## config.mk

```make
export PLATFORM = sky130hd
export DESIGN_NAME = state_space_plant_step_core
export DESIGN_NICKNAME = d
export VERILOG_FILES = /design/src/hdl/ssps_pkg.sv /design/src/hdl/state_space_plant_step_core.sv
export VERILOG_INCLUDE_DIRS = /design/src /design/src/hdl
export SDC_FILE = /design/constraint.sdc
export NUM_CORES = 2
export LEC_CHECK = 0
export BUFFER_PORTS_ARGS = -buffer_cell sky130_fd_sc_hd__buf_2
export CAP_MARGIN = 30
export CORE_MARGIN = 8
export CORE_UTILIZATION = 45
export DETAILED_ROUTE_END_ITERATION = 7
export GPL_TIMING_DRIVEN = 0
export PLACE_DENSITY = 0.7
export SYNTH_ARGS = -nofsm -noshare
export SYNTH_HDL_FRONTEND = slang
export SYNTH_SLANG_ARGS = --single-unit
export TNS_END_PERCENT = 1
```

## constraint.sdc

```tcl
create_clock -name i_clk -period 17.21 [get_ports i_clk]
set_clock_uncertainty 0.05 [all_clocks]
set_input_delay 2.5815 -clock i_clk [delete_from_list [all_inputs] [get_ports i_clk]]
set_output_delay 2.5815 -clock i_clk [all_outputs]
set_load 0.02 [all_outputs]
```

## src/hdl/state_space_plant_step_core_macros.svh

```systemverilog
// ----------------------------------------------------------------------------
// State-space plant step core: assertion macros
// Shared concurrent assertion forms used by the plant step core.
// ----------------------------------------------------------------------------
`ifndef STATE_SPACE_PLANT_STEP_CORE_MACROS_SVH
`define STATE_SPACE_PLANT_STEP_CORE_MACROS_SVH

// Same-cycle implication, checked at every rising edge out of reset.
`define SSPS_ASSERT_NOW(label, clk, rst_n, ante, cons) \
    label: assert property (@(posedge clk) disable iff (!(rst_n)) (ante) |-> (cons)) \
        else $error("plant step core: same-cycle check failed");

// Next-cycle implication, checked at every rising edge out of reset.
`define SSPS_ASSERT_NEXT(label, clk, rst_n, ante, cons) \
    label: assert property (@(posedge clk) disable iff (!(rst_n)) (ante) |=> (cons)) \
        else $error("plant step core: next-cycle check failed");

`endif

```

## src/hdl/ssps_pkg.sv

```systemverilog
// ----------------------------------------------------------------------------
// State-space plant step package
// Coefficient tables, coefficient quantisation and the microcode program of
// the plant step core.
// ----------------------------------------------------------------------------
package ssps_pkg;

    // Default configuration.
    localparam int STATE_COUNT_DEF    = 6;
    localparam int COEF_FRAC_BITS_DEF = 14;

    // Size of the stored coefficient tables; entries outside read as zero.
    localparam int TABLE_DIM = 6;
    localparam int TAB_IDX_W = 3;

    // Data word width for state, input and output (Q16.16).
    localparam int DATA_W = 32;

    // Coefficients in units of 1e-4: system matrix and input column.
    localparam int A_TENK [TABLE_DIM][TABLE_DIM] = '{
        '{  9652,  -172,    57,   -58,    52,  -251 },
        '{  7732,  1252,  2315,   700,  1282,  7754 },
        '{  8278, -7522,  -956,  3299, -4855,  3915 },
        '{  9948,  2655, -3848,  4212,  3927,  2899 },
        '{  7648, -4165, -4855, -3366,  -986,  7281 },
        '{ 11056,  7587, -1179,   748, -2192,  1491 }
    };
    localparam int B_TENK [TABLE_DIM] = '{ 471, 377, 4040, 485, 373, 539 };

    // Table entry by row and column; the column after the matrix is the input column.
    function automatic int tenk_coef(input int row, input int col);
        int v;
        v = 0;
        if (col == TABLE_DIM) begin
            v = B_TENK[row];
        end else begin
            v = A_TENK[row][col];
        end
        return v;
    endfunction

    // Quantise a 1e-4 value to frac fraction bits, rounding halves away from zero.
    function automatic longint coef_q(input int tenk, input int frac);
        longint mag;
        longint q;
        mag = (tenk < 0) ? -longint'(tenk) : longint'(tenk);
        q   = (mag * (64'sd1 <<< frac) + 64'sd5000) / 64'sd10000;
        return (tenk < 0) ? -q : q;
    endfunction

    // Micro-operations of the datapath.
    typedef enum logic [2:0] {
        UOP_WAIT,
        UOP_NOP,
        UOP_MAC,
        UOP_ROUND,
        UOP_ZERO,
        UOP_COMMIT
    } t_uop;

    // Jump conditions; a true condition loads the target, else the step counter advances.
    typedef enum logic [2:0] {
        COND_NONE,
        COND_ALWAYS,
        COND_NO_START,
        COND_CLEAR,
        COND_COL_MORE,
        COND_ROW_MORE,
        COND_OUT_BUSY
    } t_cond;

    localparam int PC_W = 3;
    typedef logic [PC_W-1:0] t_pc;

    // Program addresses.
    localparam t_pc PC_WAIT   = 3'd0;
    localparam t_pc PC_DECODE = 3'd1;
    localparam t_pc PC_MAC    = 3'd2;
    localparam t_pc PC_DRAIN  = 3'd3;
    localparam t_pc PC_ROUND  = 3'd4;
    localparam t_pc PC_HOLD   = 3'd5;
    localparam t_pc PC_COMMIT = 3'd6;
    localparam t_pc PC_ZERO   = 3'd7;

    typedef struct packed {
        t_uop  op;
        t_cond cond;
        t_pc   target;
    } t_uword;

    // Microcode program store.
    function automatic t_uword uc_rom(input t_pc pc);
        t_uword w;
        w = '{op: UOP_NOP, cond: COND_ALWAYS, target: PC_WAIT};
        unique case (pc)
            PC_WAIT:   w = '{op: UOP_WAIT,   cond: COND_NO_START, target: PC_WAIT};
            PC_DECODE: w = '{op: UOP_NOP,    cond: COND_CLEAR,    target: PC_ZERO};
            PC_MAC:    w = '{op: UOP_MAC,    cond: COND_COL_MORE, target: PC_MAC};
            PC_DRAIN:  w = '{op: UOP_NOP,    cond: COND_NONE,     target: PC_WAIT};
            PC_ROUND:  w = '{op: UOP_ROUND,  cond: COND_ROW_MORE, target: PC_MAC};
            PC_HOLD:   w = '{op: UOP_NOP,    cond: COND_OUT_BUSY, target: PC_HOLD};
            PC_COMMIT: w = '{op: UOP_COMMIT, cond: COND_ALWAYS,   target: PC_WAIT};
            PC_ZERO:   w = '{op: UOP_ZERO,   cond: COND_ALWAYS,   target: PC_HOLD};
            default:   w = '{op: UOP_NOP,    cond: COND_ALWAYS,   target: PC_WAIT};
        endcase
        return w;
    endfunction

endpackage

```

## src/hdl/state_space_plant_step_core.sv

```systemverilog
// ----------------------------------------------------------------------------
// State-space plant step core
// Discrete LTI plant: each input item advances x = Ad*x + Bd*u, or zeroes x
// when clear_state is set, and yields the new last state element, using one
// shared multiply-accumulate under a microcoded sequencer.
// ----------------------------------------------------------------------------
//
//  Channel   Direction  Payload
//  s_axis    in         tdata: sample_in (32, signed); tuser: clear_state (1)
//  m_axis    out        tdata: sample_out (32, signed)
//
//  A result is computed row by row, with N = STATE_COUNT: the shared
//  multiplier issues one product per cycle, N+1 per row, then a drain and a
//  rounding step. A clear item skips the products and zeroes the state. One
//  item is in work at a time; the next is accepted once the result has
//  entered the output register. A stalled output holds the result in place.
//  Reset zeroes the state and clears the output valid.
//
module state_space_plant_step_core #(
    parameter int STATE_COUNT    = ssps_pkg::STATE_COUNT_DEF,
    parameter int COEF_FRAC_BITS = ssps_pkg::COEF_FRAC_BITS_DEF
) (
    input  logic                                i_clk,
    input  logic                                i_rst_n,
    // Input items.
    input  logic                                i_s_axis_tvalid,
    output logic                                o_s_axis_tready,
    input  logic signed [ssps_pkg::DATA_W-1:0]  i_s_axis_tdata,  // [31:0] sample_in
    input  logic                                i_s_axis_tuser,  // [0] clear_state
    // Result items.
    output logic                                o_m_axis_tvalid,
    input  logic                                i_m_axis_tready,
    output logic signed [ssps_pkg::DATA_W-1:0]  o_m_axis_tdata   // [31:0] sample_out
);

    `include "state_space_plant_step_core_macros.svh"

    localparam int DW    = ssps_pkg::DATA_W;
    localparam int CW    = COEF_FRAC_BITS + 2;
    localparam int PW    = CW + DW;
    localparam int ROW_W = (STATE_COUNT > 1) ? $clog2(STATE_COUNT) : 1;
    localparam int COL_W = $clog2(STATE_COUNT + 1);
    localparam int ACC_W = PW + COL_W;
    localparam int TD    = ssps_pkg::TABLE_DIM;
    localparam int TIW   = ssps_pkg::TAB_IDX_W;

    localparam logic [ROW_W-1:0]      ROW_LAST = ROW_W'(STATE_COUNT - 1);
    localparam logic [COL_W-1:0]      COL_B    = COL_W'(STATE_COUNT);
    localparam logic signed [ACC_W:0] HALF     = (ACC_W + 1)'(1) <<< (COEF_FRAC_BITS - 1);

    // Sequencer state.
    ssps_pkg::t_pc    r_pc, n_pc;
    ssps_pkg::t_uword w_uw;
    logic             w_jump;

    // Datapath registers.
    logic signed [DW-1:0]    r_state [STATE_COUNT];
    logic signed [DW-1:0]    r_next  [STATE_COUNT];
    logic signed [DW-1:0]    r_u;
    logic                    r_clr;
    logic [ROW_W-1:0]        r_row;
    logic [COL_W-1:0]        r_col;
    logic signed [PW-1:0]    r_prod;
    logic                    r_prod_vld;
    logic signed [ACC_W-1:0] r_acc;
    logic                    r_out_valid;
    logic signed [DW-1:0]    r_out_data;

    // Combinational datapath signals.
    logic signed [CW-1:0]    w_coef_tab [TD][TD+1];
    logic signed [CW-1:0]    w_coef;
    logic signed [DW-1:0]    w_operand;
    logic                    w_col_is_b;
    logic [TIW-1:0]          w_tab_row;
    logic [TIW-1:0]          w_tab_col;
    logic                    w_tab_hit;
    logic signed [ACC_W:0]   w_sum;
    logic signed [ACC_W:0]   w_rnd;
    logic signed [DW-1:0]    w_sat;
    logic                    w_in_accept;

    // Constant coefficient table in Q2.COEF_FRAC_BITS; last column is Bd.
    for (genvar gr = 0; gr < TD; gr++) begin : g_row
        for (genvar gc = 0; gc <= TD; gc++) begin : g_col
            assign w_coef_tab[gr][gc] =
                CW'(ssps_pkg::coef_q(ssps_pkg::tenk_coef(gr, gc), COEF_FRAC_BITS));
        end
    end

    assign w_in_accept     = i_s_axis_tvalid && o_s_axis_tready;
    assign o_s_axis_tready = (r_pc == ssps_pkg::PC_WAIT);
    assign o_m_axis_tvalid = r_out_valid;
    assign o_m_axis_tdata  = r_out_data;

    // Microcode fetch and next step.
    always_comb begin
        w_uw = ssps_pkg::uc_rom(r_pc);
        unique case (w_uw.cond)
            ssps_pkg::COND_NONE:     w_jump = 1'b0;
            ssps_pkg::COND_ALWAYS:   w_jump = 1'b1;
            ssps_pkg::COND_NO_START: w_jump = !w_in_accept;
            ssps_pkg::COND_CLEAR:    w_jump = r_clr;
            ssps_pkg::COND_COL_MORE: w_jump = (r_col != COL_B);
            ssps_pkg::COND_ROW_MORE: w_jump = (r_row != ROW_LAST);
            ssps_pkg::COND_OUT_BUSY: w_jump = r_out_valid && !i_m_axis_tready;
            default:                 w_jump = 1'b0;
        endcase
        n_pc = w_jump ? w_uw.target : r_pc + ssps_pkg::t_pc'(1);
    end

    always_ff @(posedge i_clk) begin
        if (!i_rst_n) begin
            r_pc <= ssps_pkg::PC_WAIT;
        end else begin
            r_pc <= n_pc;
        end
    end

    // Coefficient and operand selection for the current row and column.
    always_comb begin
        w_col_is_b = (r_col == COL_B);
        w_tab_row  = '0;
        w_tab_col  = '0;
        w_tab_hit  = 1'b0;
        if (32'(r_row) < TD) begin
            if (w_col_is_b) begin
                w_tab_row = TIW'(r_row);
                w_tab_col = TIW'(TD);
                w_tab_hit = 1'b1;
            end else if (32'(r_col) < TD) begin
                w_tab_row = TIW'(r_row);
                w_tab_col = TIW'(r_col);
                w_tab_hit = 1'b1;
            end
        end
        w_coef    = w_tab_hit ? w_coef_tab[w_tab_row][w_tab_col] : '0;
        w_operand = w_col_is_b ? r_u : r_state[r_col[ROW_W-1:0]];
    end

    // Rounding to Q16.16 and saturation of the accumulated row.
    always_comb begin
        w_sum = (ACC_W + 1)'(r_acc) + HALF;
        w_rnd = w_sum >>> COEF_FRAC_BITS;
        if ((&w_rnd[ACC_W:DW-1]) || !(|w_rnd[ACC_W:DW-1])) begin
            w_sat = w_rnd[DW-1:0];
        end else if (w_rnd[ACC_W]) begin
            w_sat = {1'b1, {(DW-1){1'b0}}};
        end else begin
            w_sat = {1'b0, {(DW-1){1'b1}}};
        end
    end

    // Control registers of the datapath.
    always_ff @(posedge i_clk) begin
        if (!i_rst_n) begin
            r_prod_vld  <= 1'b0;
            r_out_valid <= 1'b0;
            for (int i = 0; i < STATE_COUNT; i++) begin
                r_state[i] <= '0;
            end
        end else begin
            r_prod_vld <= (w_uw.op == ssps_pkg::UOP_MAC);
            if (w_uw.op == ssps_pkg::UOP_COMMIT) begin
                r_out_valid <= 1'b1;
                for (int i = 0; i < STATE_COUNT; i++) begin
                    r_state[i] <= r_next[i];
                end
            end else if (r_out_valid && i_m_axis_tready) begin
                r_out_valid <= 1'b0;
            end
        end
    end

    // Payload registers: item latch, counters, multiplier and accumulator.
    always_ff @(posedge i_clk) begin
        if (r_prod_vld) begin
            r_acc <= r_acc + ACC_W'(r_prod);
        end
        case (w_uw.op)
            ssps_pkg::UOP_WAIT: begin
                if (w_in_accept) begin
                    r_u   <= i_s_axis_tdata;
                    r_clr <= i_s_axis_tuser;
                    r_row <= '0;
                    r_col <= '0;
                    r_acc <= '0;
                end
            end
            ssps_pkg::UOP_MAC: begin
                r_prod <= w_coef * w_operand;
                r_col  <= w_col_is_b ? '0 : r_col + COL_W'(1);
            end
            ssps_pkg::UOP_ROUND: begin
                r_next[r_row] <= w_sat;
                r_row         <= r_row + ROW_W'(1);
                r_acc         <= '0;
            end
            ssps_pkg::UOP_ZERO: begin
                for (int i = 0; i < STATE_COUNT; i++) begin
                    r_next[i] <= '0;
                end
            end
            ssps_pkg::UOP_COMMIT: begin
                r_out_data <= r_next[STATE_COUNT-1];
            end
            default: begin
            end
        endcase
    end

    // The result never overwrites one still waiting at the output.
    `SSPS_ASSERT_NOW(a_commit_free, i_clk, i_rst_n, (w_uw.op == ssps_pkg::UOP_COMMIT), !r_out_valid)
    // All products of a row are summed before it is rounded.
    `SSPS_ASSERT_NOW(a_round_settled, i_clk, i_rst_n, (w_uw.op == ssps_pkg::UOP_ROUND), !r_prod_vld)
    // An accepted item always moves the sequencer on to decoding.
    `SSPS_ASSERT_NEXT(a_accept_decode, i_clk, i_rst_n, w_in_accept, (r_pc == ssps_pkg::PC_DECODE))

endmodule
```

**Yosys cells after proc, flatten, opt, wreduce, memory -nomap -nowiden**

Memories as Yosys holds them, arrays and structs flattened. A register that Yosys moved wholly into a read port is not among the register bits.
Cells that the tools add are included.

- Muxes and demuxes: 48
- $add $sub $neg: 5
- Order comparisons: 4
- Multipliers: 1
- Bitwise gates (word level): 8
- Equal/unequal tests: 14
- Reduce and logical (&&, ||, !) cells: 18

Operator list:

| operator | count |
|---|---|
| 32-bit 2-to-1 mux | 10 |
| 112-bit 2-to-1 mux | 2 |
| 51-bit 2-to-1 mux | 2 |
| 51-bit one-hot mux with 2 select lines | 1 |
| 51-bit by 15-bit adder with 52-bit output (second input constant) | 1 |
| 51-bit by 48-bit adder with 51-bit output | 1 |
| 16-bit binary-select mux with 3-bit select | 1 |
| 16-bit by 32-bit multiplier with 48-bit output | 1 |
| 16-bit 2-to-1 mux | 3 |
| 3-bit 2-to-1 mux | 12 |
| 32-bit OR reduction | 1 |
| 3-bit == test (second input constant) | 6 |
| 1-bit 2-to-1 mux | 14 |
| 3-bit by 2-bit == test with 1-bit output (second input constant) | 4 |
| 3-bit one-hot mux with 2 select lines | 2 |
| 3-bit by 1-bit adder with 3-bit output (second input constant) | 3 |
| 4-bit >= comparator (second input constant) | 2 |
| 3-bit NOT with 4-bit output | 2 |
| 7-bit AND reduction | 1 |
| 7-bit OR reduction | 1 |
| 3-bit logical NOT | 2 |
| 3-bit < comparator (second input constant) | 2 |
| 3-bit != test (second input constant) | 2 |
| 1-bit OR | 6 |
| other kinds (8) | 16 |

- Memories kept: 4
- Flip-flop bits (word level): 175
- Input bits: 37
- Output and inout port bits: 34
- Memory bits (writable): 384
- ROM bits: 968

Memory list:

| memory | depth | bits a word | rd ports | clocked after Yosys merged registers in | write ports | line | RTL |
|---|---|---|---|---|---|---|---|
| (no name shown) | 8 | 112 | 1 | 0 | 0 | state_space_plant_step_core.sv:136 | `w_coef = w_tab_hit ? w_coef_tab[w_tab_row][w_tab_col] : '0;` |
| r_next | 6 | 32 | 6 | 0 | 6 | state_space_plant_step_core.sv:58 | `logic signed [DW-1:0] r_next [STATE_COUNT];` |
| r_state | 6 | 32 | 1 | 1 | 6 | state_space_plant_step_core.sv:57 | `logic signed [DW-1:0] r_state [STATE_COUNT];` |
| (no name shown) | 8 | 9 | 1 | 1 | 0 | ssps_pkg.sv:95 | `unique case (pc)` |

**Logic depth before layout (Yosys ltp)**

- Depth in word-level cells: 13
- Depth in mapped cells: 36
- Gate-level depth less buffers: 33

**Least setup slack after synthesis**

Ideal clock, no wire load.

- Kind: reg-to-reg
- Start point: register r_col[2]
- End point: register r_prod[45] (data pin)
- Arrival: 8.409 ns
- Period minus slack after synthesis: 8.717 ns
- Buffers on the path: 3
- Path slack: 8.493 ns
- Setup time: 0.258 ns
- Cell stages (with the launch flop): 35
- Cell sequence: edfxtp_1 > buf_2 > a32oi_2 > and2_1 > ha_1 > nor2_1 > a21oi_1 > a31oi_1 > o211ai_1 > o21ai_0 > and2_1 > clkbuf_1 > clkbuf_1 > nand2_1 > fa_1 > inv_1 > fa_1 > inv_1 > fa_1 > inv_1 > fa_1 > fa_1 > inv_1 > fa_1 > inv_1 > ha_1 > nand3_1 > or4_1 > a211oi_1 > o31a_1 > or3_1 > a221oi_1 > o311ai_1 > a31oi_1 > xnor2_1

- Cells in the longest elaborated chain, start to end: 13

Ends and longest elaborated chain:

| element | line | RTL |
|---|---|---|
| start, declared | state_space_plant_step_core.sv:62 | `logic [COL_W-1:0] r_col;` |
| start signal, assigned | state_space_plant_step_core.sv:191 | `r_col <= w_col_is_b ? '0 : r_col + COL_W'(1);` |
| 3-bit < comparator | state_space_plant_step_core.sv:130 | `end else if (32'(r_col) < TD) begin` |
| 3-bit 2-to-1 mux | state_space_plant_step_core.sv:130 |  |
| 3-bit 2-to-1 mux | state_space_plant_step_core.sv:126 | `if (w_col_is_b) begin` |
| 3-bit 2-to-1 mux | state_space_plant_step_core.sv:125 | `if (32'(r_row) < TD) begin` |
| 3-bit NOT with 4-bit output (not written as such) | state_space_plant_step_core.sv:136 |  |
| memory 8 x 112 bit | -- |  |
| 112-bit 2-to-1 mux (not written as such) (2 in series) | state_space_plant_step_core.sv:136 |  |
| 16-bit binary-select mux with 3-bit select | state_space_plant_step_core.sv:136 |  |
| 16-bit 2-to-1 mux (not written as such) (2 in series) | state_space_plant_step_core.sv:136 |  |
| 16-bit 2-to-1 mux | state_space_plant_step_core.sv:136 |  |
| 16-bit by 32-bit multiplier with 48-bit output (*) | state_space_plant_step_core.sv:190 | `r_prod <= w_coef * w_operand;` |
| end signal, assigned | state_space_plant_step_core.sv:190 |  |
| end, declared | state_space_plant_step_core.sv:63 | `logic signed [PW-1:0] r_prod;` |

Every way passes the cells marked *; elsewhere a longest branch is shown, timed or not. The select of a mux whose other input is x is not followed.
A chain may end at the register's enable or synchronous reset.

**Worst setup path after layout**

- Start point: register r_row[2]
- End point: register r_prod[45] (data pin)

- Cells in the longest elaborated chain, start to end: 12

Ends and longest elaborated chain:

| element | line | RTL |
|---|---|---|
| start, declared | state_space_plant_step_core.sv:61 | `logic [ROW_W-1:0] r_row;` |
| start signal, assigned | state_space_plant_step_core.sv:195 | `r_row <= r_row + ROW_W'(1);` |
| branches (longest 10 deep; another with memory 8 x 112 bit) | -- |  |
| 16-bit 2-to-1 mux (*) | state_space_plant_step_core.sv:136 |  |
| 16-bit by 32-bit multiplier with 48-bit output (*) | state_space_plant_step_core.sv:190 |  |

Every way passes the cells marked *. The select of a mux whose other input is x is not followed.

==> results.cfg <==
[logic_synthesis]
syn_area_per_cell_um2 = 10.11
synthXorXnorAreaFrac_pct = 2.419
yosys.area.top_type_share_pct = 23.51
synth-compound-area-share_pct = 11.78
synth-adder-area-share_pct = 27.61
syn-instance-count = 4335
yosys.area.top_type = edfxtp_1
synth_nets = 5046
synth_top_family_by_area = adder cells
muxShareOfSynthArea_pct = 3.165
synth_cell_type_count = 82
netlist_area_um2 = 43810
yosys_register_bits = 570
ys_async_sr_fraction_pct = 0
ys_top_cells_by_area = edfxtp_1 24%, fa_1 22%, dfxtp_1 10%
yosysWarningCount = 0
synthSimpleGateAreaFrac_pct = 13.91
synth_edf_count = 343
dominantRegCellSynth = edfxtp_1
ys_seq_area_share_pct = 33.89

[placed_design]
gp_congestion = 1.010
io_buffers = 69
dp_hpwl_mm = 108.6

[clock_network]
insertion_delay_ps = 640
ctsHoldBuffers = 0
cts_resized = 0
cts_buffers = 56
cts_root_buffer = clkbuf_16
clockBufferDepth = 3
clk_pin_slew_worst_paths_ps = 60
cts_setup_buffers = 0
cts_tree = done
cts_sinks = 570
htree_levels = 2

[worst_setup_path]
start_kind = flip-flop
max_stage_delay_ps = 710
worstSetupPathType = flip-flop to flip-flop
r2r_start = r_row[2]
cp-end-kind = flip-flop
cp_common_cell = fa_1
arrival_ps = 12420
cp.required_ps = 17580
critPathMaxFanout = 10
critPathSlowestCell = clkbuf_1
crit_start = r_row[2]

[global_route]
track_usage_pct = 25.29
grt_pass1_vias = 34310
grt_max_degree = 61
grt_pass1_wl_mm = 209.1
antenna_found_initial = 4
grt-ovfl-total = 0

[final_layout]
layout.nets = 5224
area_growth_pct = 9.957
final_layout_size_suffix_gt1_share_pct = 6.974
final.fill_count = 8701
multi_input_area_um2 = 25840
regArea_um2 = 14840

[drt]
totalWireLength_mm = 138.0
vias = 34140
drtIter0Drc = 3922
drc = 0
vias_per_cell = 5.847
dr.pass1.iters = 6
final_antenna_net_count = 0
wl_per_cell_um = 23.64

[floorplan]
die_area_um2 = 107600
rows = 114
coreArea_um2 = 96570
die_y_um = 328.0
die_width_um = 328.0
initial_core_util_pct = 45.36
io_pins = 71

[sta]
finalHoldViolCount = 0
setup_violations = 0
min_period_ps = 12050
slew_viol_final = 0
relSlewSlack_pct = 22.26
tns_ps = 0
worst_slew_pin_slew_ps = 1159
clock.fmax_mhz = 83.01
rsz0062_at_grt = false
min_period_over_period_pct = 70.00

[min_path]
worstHoldStart = r_next[3][23]
holdCritPathClass = flip-flop to flip-flop

[run_status]
outcome = finished, final reports clean

[run]
cap_violations = 0
[layout by cell type (no fill, tap or decap), types with 92 or more instances in the layout]
cell      count
a21o_1       92
a21oi_1     207
a22o_1      136
and3_1      210
buf_2        97
clkbuf_1    211
dfxtp_1     227
edfxtp_1    343
fa_1        488
ha_1        186
inv_1       581
nand2_1     319
nor2_1      450
o21ai_0     113
[kinds of logic after synthesis]
logic type	after synthesis
simple gates	1288
buf+inv	823
compound gates	761
fa+ha+maj	674
flops	570
xor+xnor	121
mux	98
[cell type report]
type / instances / area share, %
diodes: 2 / 0.01039
plain buffers: 240 / 2.026
clock buffers: 78 / 3.294
clock inverters: 27 / 0.6598
inverters: 583 / 4.543
multi-input cells: 2942 / 53.64
flip-flops and latches: 570 / 30.82
well taps: 1276 / 3.315
repair buffers: 120 / 1.696
[cells in the mapped netlist (8+ instances only)]
cell / instances
nand3_1: 55
nor4_1: 14
o211ai_1: 13
nand3b_1: 8
or2_2: 22
xnor2_1: 76
a21oi_1: 209
buf_1: 12
ha_1: 186
inv_1: 582
o31ai_1: 10
a22o_1: 136
nand2b_1: 59
o22ai_1: 8
edfxtp_1: 343
dfxtp_1: 227
mux4_2: 32
fa_1: 488
mux2i_1: 62
nand4_1: 28
o21bai_1: 16
xor2_1: 45
o21ai_0: 113
o21a_1: 19
nor3_1: 44
a31oi_1: 14
buf_2: 20
and3_1: 210
and2_1: 21
nor2_1: 450
a211oi_1: 51
nand2_1: 320
nor2b_1: 26
clkbuf_1: 198
a21o_1: 92
[registers in the layout (all words and copies together) (netlist names), named ones only]
register	flops
r_row	3
r_state	192
r_acc	51
r_prod	48
r_u	32
w_uw	8
r_col	3
r_next	192
o_m_axis_tdata	32
o_m_axis_tvalid	1
r_pc	3
r_prod_vld	1
r_clr	1
[per-layer routing]
metal	up-vias	track usage, %	part of all wire (%)
met2	1877	39.92	45
met4	0	11.50	5.5
met3	430	6.174	10
met1	16880	32.86	39
met5	-	0	0
li1	14950	-	-
[worst max-delay path: cells and delay by family, from the launching register on]
family / cells / cell delay, ps
adders and majority gates: 8 / 3730
AOI/OAI and AO/OA: 9 / 2760
and+or+nand+nor: 7 / 2360
buffers and inverters: 8 / 2260
DFF: 1 / 360
xor gates and xnor gates: 1 / 280
[stage by stage]
| stage | hold slack, ps | std cells | instance area [um2] | util [%] | worst slack [ps] |
|---|---|---|---|---|---|
| after detailed placement | 385.1 | 5725 | 46210 | 47.85 | 5381 |
| after global placement | 375.8 | 5680 | 45750 | 47.37 | 4311 |
| after global routing | 419.4 | 5836 | 48160 | 49.88 | 4632 |
| after floorplan | 366.8 | 4335 | 43810 | - | 8493 |
| final | 397.2 | 5838 | 48170 | 49.88 | 5163 |
| after CTS | 399.1 | 5830 | 48110 | 49.82 | 5299 |
[final timing paths]
check	endpoint	slack (ps)	cells after the start
worst max-delay path	r_prod[45]	5160	33
worst min-delay path	r_next[3][23]	400	2
worst max register to register	r_prod[45]	5160	33
worst min register to register	r_next[3][23]	400	2
Power is left out: the tool's default activity adds up to more than one toggle a clock period on the data nets, which glitch-free logic cannot reach.
